### src/design/dzv_pkg.sv
package dzv_pkg;

    localparam int unsigned VALUE_W    = 64;
    localparam int unsigned GROUP_BITS = 7;
    localparam int unsigned MAX_BYTES  = 10;
    localparam int unsigned CNT_W      = $clog2(MAX_BYTES + 1);
    localparam int unsigned SIGN_BIT   = 63;
    localparam logic [7:0]  MORE_FLAG  = 8'h80;
    localparam logic [7:0]  GROUP_MASK = 8'h7f;

    localparam int unsigned QDEPTH = 2;
    localparam int unsigned QPTR_W = $clog2(QDEPTH);
    localparam int unsigned QCNT_W = $clog2(QDEPTH + 1);

    // one classified value waiting for serialization
    typedef struct packed {
        logic [VALUE_W-1:0] payload;
        logic [CNT_W-1:0]   nbytes;
    } t_entry;

    // handshake between the queue and one of its neighbors
    typedef struct packed {
        logic valid;
        logic ready;
    } t_hs;

    // number of varint bytes for a payload: one plus index of the top nonzero group
    function automatic logic [CNT_W-1:0] byte_count(input logic [VALUE_W-1:0] p);
        logic [CNT_W-1:0] n;
        n = CNT_W'(1);
        for (int k = 1; k < MAX_BYTES; k++) begin
            if ((p >> (GROUP_BITS * k)) != '0) begin
                n = CNT_W'(k + 1);
            end
        end
        return n;
    endfunction

endpackage

### src/design/dzv_front.sv
module dzv_front (
    input  logic            i_clk,
    input  logic            i_rst_n,
    input  logic            i_cfg_we,
    input  logic            i_cfg_wdata,
    input  logic            i_valid,
    output logic            o_ready,
    input  logic [63:0]     i_value,
    input  logic            i_restart,
    output dzv_pkg::t_entry o_entry,
    output logic            o_push,
    input  logic            i_q_ready
);
    import dzv_pkg::*;

    logic               r_delta_mode;
    logic [VALUE_W-1:0] r_prev;
    logic [VALUE_W-1:0] r_payload;
    logic               r_valid;
    logic [VALUE_W-1:0] n_payload;
    logic [VALUE_W-1:0] prev_eff;
    logic [VALUE_W-1:0] diff;
    logic               accept;

    // stage holds one item; it frees when the queue takes it
    assign o_push  = r_valid && i_q_ready;
    assign o_ready = !r_valid || i_q_ready;
    assign accept  = i_valid && o_ready;

    // delta and zigzag map in delta mode; the raw value passes through in plain mode
    always_comb begin
        prev_eff = i_restart ? '0 : r_prev;
        diff     = i_value - prev_eff;
        if (r_delta_mode) begin
            n_payload = (diff << 1) ^ {VALUE_W{diff[SIGN_BIT]}};
        end else begin
            n_payload = i_value;
        end
    end

    // classify: byte count from the registered payload
    assign o_entry.payload = r_payload;
    assign o_entry.nbytes  = byte_count(r_payload);

    // mode register
    always_ff @(posedge i_clk) begin
        if (!i_rst_n) begin
            r_delta_mode <= 1'b1;
        end else if (i_cfg_we) begin
            r_delta_mode <= i_cfg_wdata;
        end
    end

    // previous value and stage valid
    always_ff @(posedge i_clk) begin
        if (!i_rst_n) begin
            r_prev  <= '0;
            r_valid <= 1'b0;
        end else begin
            if (accept) begin
                r_prev <= i_value;
            end
            if (accept) begin
                r_valid <= 1'b1;
            end else if (o_push) begin
                r_valid <= 1'b0;
            end
        end
    end

    // payload register, no reset
    always_ff @(posedge i_clk) begin
        if (accept) begin
            r_payload <= n_payload;
        end
    end

endmodule

### src/design/dzv_queue.sv
module dzv_queue (
    input  logic            i_clk,
    input  logic            i_rst_n,
    input  dzv_pkg::t_entry i_entry,
    output dzv_pkg::t_hs    o_wr_hs,
    input  logic            i_push,
    output dzv_pkg::t_entry o_entry,
    output dzv_pkg::t_hs    o_rd_hs,
    input  logic            i_pop
);
    import dzv_pkg::*;

    t_entry            r_mem [QDEPTH];
    logic [QPTR_W-1:0] r_wptr;
    logic [QPTR_W-1:0] r_rptr;
    logic [QCNT_W-1:0] r_count;
    logic              do_push;
    logic              do_pop;

    assign o_wr_hs.ready = (r_count != QCNT_W'(QDEPTH));
    assign o_wr_hs.valid = i_push;
    assign o_rd_hs.valid = (r_count != '0);
    assign o_rd_hs.ready = i_pop;
    assign o_entry       = r_mem[r_rptr];

    assign do_push = i_push && o_wr_hs.ready;
    assign do_pop  = i_pop && o_rd_hs.valid;

    // pointers and fill count
    always_ff @(posedge i_clk) begin
        if (!i_rst_n) begin
            r_wptr  <= '0;
            r_rptr  <= '0;
            r_count <= '0;
        end else begin
            if (do_push) begin
                r_wptr <= (r_wptr == QPTR_W'(QDEPTH - 1)) ? '0 : r_wptr + 1'b1;
            end
            if (do_pop) begin
                r_rptr <= (r_rptr == QPTR_W'(QDEPTH - 1)) ? '0 : r_rptr + 1'b1;
            end
            case ({do_push, do_pop})
                2'b10:   r_count <= r_count + 1'b1;
                2'b01:   r_count <= r_count - 1'b1;
                default: r_count <= r_count;
            endcase
        end
    end

    // storage
    always_ff @(posedge i_clk) begin
        if (do_push) begin
            r_mem[r_wptr] <= i_entry;
        end
    end

endmodule

### src/design/dzv_back.sv
module dzv_back (
    input  logic            i_clk,
    input  logic            i_rst_n,
    input  dzv_pkg::t_entry i_entry,
    input  logic            i_q_valid,
    output logic            o_pop,
    output logic            o_valid,
    input  logic            i_ready,
    output logic [7:0]      o_out_byte,
    output logic            o_last_byte
);
    import dzv_pkg::*;

    logic               r_busy;
    logic [VALUE_W-1:0] r_shift;
    logic [CNT_W-1:0]   r_left;
    logic               r_ovalid;
    logic [7:0]         r_obyte;
    logic               r_olast;
    logic               out_free;
    logic               emit;
    logic               is_last;

    assign out_free = !r_ovalid || i_ready;
    assign emit     = r_busy && out_free;
    assign is_last  = (r_left == CNT_W'(1));
    // next value loads as the current one sends its last beat
    assign o_pop    = i_q_valid && (!r_busy || (emit && is_last));

    assign o_valid     = r_ovalid;
    assign o_out_byte  = r_obyte;
    assign o_last_byte = r_olast;

    // serializer control
    always_ff @(posedge i_clk) begin
        if (!i_rst_n) begin
            r_busy   <= 1'b0;
            r_left   <= '0;
            r_ovalid <= 1'b0;
        end else begin
            if (o_pop) begin
                r_busy <= 1'b1;
                r_left <= i_entry.nbytes;
            end else if (emit) begin
                r_busy <= !is_last;
                r_left <= r_left - 1'b1;
            end
            if (emit) begin
                r_ovalid <= 1'b1;
            end else if (i_ready) begin
                r_ovalid <= 1'b0;
            end
        end
    end

    // shift register and output beat
    always_ff @(posedge i_clk) begin
        if (o_pop) begin
            r_shift <= i_entry.payload;
        end else if (emit) begin
            r_shift <= r_shift >> GROUP_BITS;
        end
        if (emit) begin
            r_obyte <= (r_shift[7:0] & GROUP_MASK) | (is_last ? 8'h00 : MORE_FLAG);
            r_olast <= is_last;
        end
    end

endmodule

### src/design/delta_zigzag_varint_encoder_core.sv
// Path: payload register, queue, serializer shift register, output register.
// Throughput: one output beat per cycle while the receiver is ready; a value of
//   N bytes (1..10) takes N serializer beats, so long values slow the intake.
// A 2-entry queue separates the classify stage from the byte serializer.
// Reset (synchronous, active low): previous value 0, delta mode on, queue empty.
module delta_zigzag_varint_encoder_core (
    input  logic        i_clk,
    input  logic        i_rst_n,
    input  logic        i_cfg_we,
    input  logic        i_cfg_wdata,
    input  logic        i_valid,
    output logic        o_ready,
    input  logic [63:0] i_value,
    input  logic        i_restart,
    output logic        o_valid,
    input  logic        i_ready,
    output logic [7:0]  o_out_byte,
    output logic        o_last_byte
);
    import dzv_pkg::*;

    t_entry front_entry;
    t_entry head_entry;
    t_hs    wr_hs;
    t_hs    rd_hs;
    logic   push;
    logic   pop;

    dzv_front u_front (
        .i_clk       (i_clk),
        .i_rst_n     (i_rst_n),
        .i_cfg_we    (i_cfg_we),
        .i_cfg_wdata (i_cfg_wdata),
        .i_valid     (i_valid),
        .o_ready     (o_ready),
        .i_value     (i_value),
        .i_restart   (i_restart),
        .o_entry     (front_entry),
        .o_push      (push),
        .i_q_ready   (wr_hs.ready)
    );

    dzv_queue u_queue (
        .i_clk   (i_clk),
        .i_rst_n (i_rst_n),
        .i_entry (front_entry),
        .o_wr_hs (wr_hs),
        .i_push  (push),
        .o_entry (head_entry),
        .o_rd_hs (rd_hs),
        .i_pop   (pop)
    );

    dzv_back u_back (
        .i_clk       (i_clk),
        .i_rst_n     (i_rst_n),
        .i_entry     (head_entry),
        .i_q_valid   (rd_hs.valid),
        .o_pop       (pop),
        .o_valid     (o_valid),
        .i_ready     (i_ready),
        .o_out_byte  (o_out_byte),
        .o_last_byte (o_last_byte)
    );

endmodule

### config.mk
export PLATFORM = sky130hd
export DESIGN_NAME = delta_zigzag_varint_encoder_core
export DESIGN_NICKNAME = d
export VERILOG_FILES = /design/src/design/dzv_pkg.sv /design/src/design/dzv_front.sv /design/src/design/dzv_queue.sv /design/src/design/dzv_back.sv /design/src/design/delta_zigzag_varint_encoder_core.sv
export SDC_FILE = /design/constraint.sdc
export NUM_CORES = 1
export LEC_CHECK = 0
export BUFFER_PORTS_ARGS = -buffer_cell sky130_fd_sc_hd__buf_4
export CAP_MARGIN = 20
export CORE_ASPECT_RATIO = 0.7
export CORE_UTILIZATION = 43
export CTS_CLUSTER_SIZE = 40
export DETAILED_ROUTE_END_ITERATION = 8
export GPL_TIMING_DRIVEN = 0
export PLACE_DENSITY = 0.64
export SYNTH_ARGS = -nofsm -noshare
export SYNTH_HDL_FRONTEND = slang
export SYNTH_SLANG_ARGS = --single-unit
export TNS_END_PERCENT = 10
### constraint.sdc
create_clock -name i_clk -period 6 [get_ports i_clk]
set_input_delay 1.2 -clock i_clk [delete_from_list [all_inputs] [get_ports i_clk]]
set_output_delay 1.2 -clock i_clk [all_outputs]
set_load 0.05 [all_outputs]
Word-level counts from Yosys, hierarchy flattened. Memory sizes are Yosys's and may differ from the RTL's. A register that Yosys moved wholly into a read port is not among the register bits. Index checks and enable logic that the tools add are counted. Widths: inputs -> output; s select.

Equality and inequality tests: 4. Reductions and logical operators: 27. Bitwise operators: 2. Muxes and demuxes: 29. Add/subtract/negate cells: 6.

Operators by type and width (count): $reduce_bool 64->1 (8); $mux 64 (4); $sub 64x64->64 (1); $xor 64x64->64 (1); $mux 4 (10); $mux 1 (12); $reduce_bool 2->1 (5); $mux 8 (1); $or 7x8->8 (1); $logic_and 1x1->1 (7); $eq 4x1->1 const B (1); $logic_not 1->1 (4); $pmux 2 s2 (1); $sub 4x1->4 const B (1); $logic_or 1x1->1 (3); $add 1x1->1 const B (2); $add 2x1->2 const B (1); $eq 2x1->1 const B (1); $eq 2x2->1 const B (1); $mux 2 (1); $ne 2x2->1 const B (1); $sub 2x1->2 const B (1).

Output and inout bits: 11. Input port bits: 71. Word-level logic and storage cells: 82. Memories kept: 1. RAM bits: 136. Flip-flop bits (word level): 213.

Memory list: u_queue.r_mem (words 2, width 68, read ports 1, clocked after Yosys merged registers in 1, wr ports 1, line dzv_queue.sv:13) `t_entry r_mem [QDEPTH];`.

Logic depth before layout (Yosys ltp). Gate-level depths: netlist of run 1.

Depth in word-level cells: 10. Mapped depth: 17. Gate-level depth less buffers: 13.

Hierarchy. From an unflattened synthesis of run 1, not the netlist that was laid out.

Cells, all modules: 1637. Area, all modules: 18711.7 µm².

Modules (own cells, without submodules): dzv_front (sequential area each 3243.1 µm², times used 1, area each 10113.4 µm², cells an instance 1215); dzv_queue (sequential area each 4184.0 µm², times used 1, area each 5158.7 µm², cells an instance 238); dzv_back (sequential area each 2312.2 µm², times used 1, area each 3439.5 µm², cells an instance 184).

Least setup slack after synthesis of run 1. Ideal clock, no wire load.

Path kind: input to register. Start: in i_restart. End: reg u_front.r_payload[55], data pin. Slack: 1.481 ns. Arrival: 4.260 ns. Cell stages on the path: 15. Data required time: 5.740 ns. Library setup time: 0.260 ns. Path buffers: 3. Cell sequence: clkbuf_1 clkbuf_1 nand2b_1 ha_1 a21oi_1 o21ai_0 or2_1 a211o_1 o211ai_2 a21oi_2 a21bo_1 buf_4 xor2_4 xnor3_1 mux2_2.

Longest elaborated chain between the ends: 4.

Ends and longest elaborated chain: start, declared (line delta_zigzag_varint_encoder_core.sv:14) `input logic i_restart,`; $mux 64 (line dzv_front.sv:32) `prev_eff = i_restart ? '0 : r_prev;`; $sub 64x64->64 (line dzv_front.sv:33) `diff = i_value - prev_eff;`; $xor 64x64->64 (line dzv_front.sv:35) `n_payload = (diff << 1) ^ {VALUE_W{diff[SIGN_BIT]}};`; $mux 64 (line dzv_front.sv:34) `if (r_delta_mode) begin`; via u_front.n_payload[55] (line dzv_front.sv:20) `logic [VALUE_W-1:0] n_payload;`; end signal, assigned (line dzv_front.sv:74) `r_payload <= n_payload;`; end, declared (line dzv_front.sv:18) `logic [VALUE_W-1:0] r_payload;`.

The timed path passes the listed nets, and every way through them passes these cells. A chain may end at the register's enable or synchronous reset.

Final worst setup path of run 1.
Start: in i_restart. End: reg u_front.r_payload[62], data pin.

Same word-level chain as after synthesis.

==> results of run 1 <==
## logic make-up after synthesis
logic type	synth area share, %
buf+inv	2.51
flops	53.4
fa+ha+maj	5.67
mux	4.57
simple gates	13.6
xor+xnor	6.65
compound gates	13.5
## power by group through the flow
stage / registers (uW) / clock network, uW / logic [uW]
2_1_floorplan: 3800 / 0 / 1560
6_report: 3750 / 2090 / 2330
5_1_grt: 3800 / 2240 / 2580
3_5_place_dp: 3810 / 0 / 2330
3_3_place_gp: 3820 / 0 / 2270
4_1_cts: 3760 / 2140 / 2340
## layer usage
layer	track usage, %	vias to the layer above	routed length [um]
met5	0	-	0
met4	3.89	0	607
met3	3.50	37	3060
met2	30.3	370	19200
met1	35.3	6263	24200
li1	-	6371	-
## stage by stage
step,utilization (%),setup slack (ns),hold slack [ns],power (uW),instances
2_1_floorplan,-,1.48,0.400,5360,1703
5_1_grt,49.9,0.410,0.421,8630,2397
3_3_place_gp,47.1,0.253,0.401,6100,2326
6_report,49.9,0.616,0.422,8180,2398
4_1_cts,49.9,0.745,0.420,8240,2395
3_5_place_dp,47.3,0.202,0.405,6140,2329
## placed cells by master, fill, tap and decap left out, drive strengths merged, types with 11 or more instances in the layout
| cell type | Yosys | routed |
|---|---|---|
| a21boi | 73 | 73 |
| a21o | 21 | 21 |
| a21oi | 135 | 135 |
| buf | 23 | 105 |
| clkbuf | 65 | 112 |
| clkinv | 0 | 14 |
| dfxtp | 77 | 77 |
| edfxtp | 273 | 273 |
| ha | 81 | 81 |
| inv | 25 | 28 |
| mux2i | 72 | 72 |
| nand2 | 261 | 261 |
| nand2b | 69 | 69 |
| nand3 | 17 | 17 |
| nand4 | 23 | 23 |
| nor2 | 107 | 107 |
| nor3 | 15 | 15 |
| nor4 | 16 | 16 |
| o211ai | 11 | 11 |
| o21ai | 100 | 100 |
| o21bai | 11 | 11 |
| xnor2 | 95 | 95 |
| xor2 | 26 | 26 |
## flip-flops by register name (all words and copies together) (netlist names), named ones only
register and cells:
u_back.r_shift 64, u_back.o_last_byte 1, u_front.r_payload 64, u_queue.r_count 2
u_back.r_busy 1, u_queue.r_rptr 1, u_back.o_valid 1, u_front.r_valid 1
u_front.r_delta_mode 1, u_back.r_left 4, u_back.o_out_byte 8, u_queue.r_mem 136
u_front.r_prev 64, u_queue.r_wptr 1
## final cells by class
class                      instances  area (um^2)  area share, %
antenna                            3         7.51         0.0363
buffer                            88          367           1.77
clock buffer                      47          952           4.60
clock inverter                    19          140          0.677
inverter                          25         93.8          0.454
multi-input combinational       1240         8050           38.9
sequential                       350         9740           47.1
tap                              544          681           3.29
timing repair buffer              82          661           3.19
## worst max path at each step
stage	slack [ns]	end	depth (start not counted)	startpoint
after floorplan	1.48	u_front.r_payload[55]	15	i_restart
after global placement	0.25	u_front.r_payload[62]	14	i_restart
after detailed placement	0.20	u_front.r_payload[62]	14	i_restart
after CTS	0.75	u_front.r_payload[62]	14	i_restart
after global routing	0.41	u_front.r_payload[63]	14	i_restart
final	0.62	u_front.r_payload[62]	14	i_restart
==> results.toml, run 1 <==
[placement]
finalWeightedCongestion = 0.940
hpwl_um = 36000
dpl_cell_area_um2 = 19600
io_buffers = 79

[power_and_ir_drop]
clkPwrFrac_pct = 25.6
comb_power_share_pct = 28.5
p_int_uw = 5470
pwr-share-seq_pct = 45.9
sw_frac_of_total_pct = 33.1
p_leak_uw = 0.00742
p_sw_uw = 2700
p_per_area_nw_per_um2 = 395
ir_worst_vdd_mv = 0.227

[floorplanning]
dieArea_um2 = 43200
rows = 62
die_y_um = 174
die_x_um = 248
core_um2 = 41400
pin_count = 82
start_util_pct = 44.0

[timing]
maxSlewHeadroom_pct = 37.6
hold_viol = 0
finalMaxSlewViolations = 0
fin_crit_sh_pct = 89.7
fmax_mhz = 186
period_needed_ns = 5.38
tightest_slew_ns = 0.936
finalClockSkew_ns = 0.0204
tns_ns = 0
finalSetupViolCount = 0
rsz0062_at_grt = "no"

[worst_setup_path]
crit_buf_inv = 3
rrSetupSlack_ns = 1.92
required_ns = 6.28
critPathTopFamily = "simple AND/OR/NAND/NOR gates"
r2r-start = "u_front.r_prev[42]"
path_class = "primary input to register"
end_kind = "register"
path_max_fanout = 11
crit_top_cell = "clkbuf_1"
crit_slowest_cell = "clkbuf_1"
crit_chain = "clkbuf_1 > clkbuf_1 > nand2b_1 > ha_1 > clkbuf_1 > nand4_1 > or4_1 > nor2_1 > nand3_1 > o221ai_1 > o21ai_0 > a211oi_1 > xor2_1 > mux2_2"
rr_endpoint = "u_front.r_payload[62]"
cpPeakStageDelay_ns = 0.64
arrival_ns = 5.66
worstSetupStartpointType = "primary input"
ff2ff_path_depth = 12

[flow_run]
maxCapViolCount = 0

[clocking]
cts_tree = "done"
cts_resized = 0
holdBufCountCts = 0
cts_setup_buffers = 0
root_buffer = "clkbuf_16"
htreeDepth = 2
numCtsBuffers = 36
cts.sinks = 350
clk_pin_slew_worst_paths_ns = 0.06
clock_latency_ns = 0.54
cts_buffer_depth = 3

[yosys]
synth_common_cells = "273 x edfxtp_1, 261 x nand2_1, 134 x a21oi_1"
yosysWarnings = 0
synth-main-ff-cell = "edfxtp_1"
synth_top_area_cell = "edfxtp_1"
ys_ff_latch = 350
synth_edf_count = 273
synth_top_area_share_pct = 45.0
synth_cell_types = 65
yosysMostFrequentCell = "edfxtp_1"
ys_top_cells_by_area = "edfxtp_1 45%, dfxtp_1 8.5%, ha_1 5.6%"
async_flop_share_pct = 0
syn_area_um2 = 18200
postSynthAreaPerCell_um2 = 10.7
synth_cells = 1703
syn_nets = 1856
yosysSeqAreaShare_pct = 53.4

[route]
first_pass_iters = 5
dr_total_vias = 13000
first_iter_violations = 991
postRouteAntennaNets = 0
wl_per_cell_um = 19.6
post-route-drc-count = 0
vias_per_cell = 5.44
wl_um = 47100

[layout]
n_fill_cell = 3777
drive_gt1_share_pct = 9.24
nNetsFinal = 1976
syn_to_final_growth_pct = 13.5
fin_area_um2 = 20700

[min_path]
min_path_type = "register to register"
hold_depth = 0
worstHoldStart = "u_back.r_shift[1]"
whs_endpoint = "u_back.o_out_byte[1]"

[global_routing]
grt_pass1_wl_um = 71600
antenna_found_initial = 4
grt_usage_pct = 21.8
overflow = 0
grt_max_degree = 74
grt_pass1_vias = 12100

[outcome]
outcome = "finished, final reports clean"
(Power assumes the default switching activity.)
==> run 2: changes to the inputs <==
--- a/config.mk
+++ b/config.mk
@@ -5,7 +5,7 @@
 export SDC_FILE = /design/constraint.sdc
 export NUM_CORES = 1
 export LEC_CHECK = 0
-export BUFFER_PORTS_ARGS = -buffer_cell sky130_fd_sc_hd__buf_4
+export BUFFER_PORTS_ARGS = -buffer_cell sky130_fd_sc_hd__buf_2
 export CAP_MARGIN = 20
 export CORE_ASPECT_RATIO = 0.7
 export CORE_UTILIZATION = 43
==> constraint.sdc (replaced) <==
create_clock -name i_clk -period 6.74 [get_ports i_clk]
set_input_delay 1.348 -clock i_clk [delete_from_list [all_inputs] [get_ports i_clk]]
set_output_delay 1.348 -clock i_clk [all_outputs]
set_load 0.05 [all_outputs]
==> results.toml, run 2 (synthesized netlist as in run 1, its figures left out) <==
[layout]
final-seq-area_um2 = 9740
final_util_pct = 49.7
drive_gt1_share_pct = 9.45
fin_area_um2 = 20600
n_fill_cell = 3799
largest_reg_flops = 136
syn_to_final_growth_pct = 13.0
nNetsFinal = 1977
final_common_cell = "edfxtp_1"
mostFrequentLayoutCells = "273 x edfxtp_1, 260 x nand2_1, 134 x a21oi_1, 106 x nor2_1, 97 x o21ai_0"
regMostFlops = "u_queue.r_mem"
multi_input_area_um2 = 8050
fin_cells = 2401

[timing]
finalClockSkew_ns = 0.0263
rsz0062_at_grt = "no"
tns_ns = 0
finalSetupViolCount = 0
fmax_mhz = 179
hold_viol = 0
fin_crit_sh_pct = 82.8
finalMaxSlewViolations = 0
maxSlewHeadroom_pct = 35.7
tightest_slew_ns = 0.964
period_needed_ns = 5.58

[power_and_ir_drop]
p_per_area_nw_per_um2 = 359
clkPwrFrac_pct = 26.8
pwr-share-seq_pct = 45.2
comb_power_share_pct = 27.9
p_sw_uw = 2450
p_leak_uw = 0.00739
totalPowerFinal_uw = 7380
p_int_uw = 4940
ir_worst_vdd_mv = 0.197
sw_frac_of_total_pct = 33.1

[placement]
hpwl_um = 35300
dpl_cell_area_um2 = 19400
finalWeightedCongestion = 0.927
place_inst = 2329
io_buffers = 79

[route]
dr_total_vias = 13000
wl_per_cell_um = 19.4
postRouteAntennaNets = 0
wl_um = 46500
first_pass_iters = 7
post-route-drc-count = 0
first_iter_violations = 1102
vias_per_cell = 5.42

[worst_setup_path]
arrival_ns = 5.96
cpPeakStageDelay_ns = 0.67
crit_chain = "clkbuf_1 > clkbuf_1 > nand2b_1 > ha_1 > clkbuf_1 > nand2_1 > nor4_1 > o211ai_1 > a211oi_1 > o21ai_0 > nand4_1 > o211ai_1 > xor3_1 > a21oi_1"
rrSetupSlack_ns = 2.48
rr_endpoint = "u_front.r_payload[63]"
crit_slowest_cell = "nor4_1"
required_ns = 7.11
path_max_fanout = 10
worstSetupStartpointType = "primary input"
r2r-start = "u_front.r_prev[19]"
end_kind = "register"
path_class = "primary input to register"
crit_top_cell = "clkbuf_1"
ff2ff_path_depth = 12

[clocking]
numCtsBuffers = 37
cts_setup_buffers = 0
cts.sinks = 350
holdBufCountCts = 0
cts_tree = "done"
htreeDepth = 2
clock_latency_ns = 0.55
root_buffer = "clkbuf_16"
clk_pin_slew_worst_paths_ns = 0.06
cts_buffer_depth = 3
cts_resized = 0

[global_routing]
grt_max_degree = 74
grt_pass1_wl_um = 70900
overflow = 0
antenna_found_initial = 4
grt_pass1_vias = 12200
grt_usage_pct = 21.5

[floorplanning]
die_x_um = 248
rows = 62
dieArea_um2 = 43200
pin_count = 82
die_y_um = 174
start_util_pct = 44.0
core_um2 = 41400

[flow_run]
maxCapViolCount = 0

[min_path]
whs_endpoint = "u_back.o_out_byte[2]"
worstHoldStart = "u_back.r_shift[2]"
hold_depth = 0
min_path_type = "register to register"

[outcome]
outcome = "finished, final reports clean"
-- run 2: worst max-delay path by stage --
stage	startpoint	end	slack [ns]
4_1_cts	i_restart	u_front.r_payload[63]	1.21
2_1_floorplan	i_restart	u_front.r_payload[55]	2.07
6_report	i_restart	u_front.r_payload[63]	1.16
5_1_grt	i_restart	u_front.r_payload[63]	0.87
3_5_place_dp	i_restart	u_front.r_payload[63]	0.65
3_3_place_gp	i_restart	u_front.r_payload[63]	0.67
-- run 2: worst max-delay path: cells and delay by family --
family	cells	cell delay, ns
xor gates and xnor gates	1	0.42
and+or+nand+nor	4	1.16
buffers and inverters	3	1.15
adders and majority gates	1	0.11
AOI/OAI and AO/OA	5	1.75
-- run 2: area by class of cell --
| class | count | area share (%) |
|---|---|---|
| sequential | 350 | 47.3 |
| multi-input combinational | 1240 | 39.1 |
| clock buffer | 40 | 4.55 |
| tap | 544 | 3.31 |
| timing repair buffer | 82 | 2.25 |
| buffer | 88 | 1.78 |
| clock inverter | 26 | 1.17 |
| inverter | 25 | 0.456 |
| antenna | 6 | 0.0729 |
-- run 2: power by group through the flow --
| stage | Clock, uW | Combinational [uW] | Sequential [uW] |
|---|---|---|---|
| finish | 1980 | 2060 | 3340 |
| global route | 2110 | 2260 | 3390 |
| CTS | 2020 | 2070 | 3340 |
| detailed placement | 0 | 2060 | 3390 |
| global placement | 0 | 2000 | 3410 |
| floorplan | 0 | 1390 | 3380 |
-- run 2: per-stage QoR --
| stage | hold slack [ns] | setup slack [ns] |
|---|---|---|
| final | 0.419 | 1.16 |
| after global routing | 0.417 | 0.872 |
| after CTS | 0.417 | 1.21 |
| after detailed placement | 0.406 | 0.649 |
| after global placement | 0.402 | 0.673 |
| after floorplan | 0.400 | 2.07 |
-- run 2: layer usage --
layer	global-route usage, %	wire [um]	vias up
met5	0	0	-
met4	4.58	737	0
met3	3.44	2890	56
met2	29.8	18800	372
met1	34.8	24100	6229
li1	-	-	6364
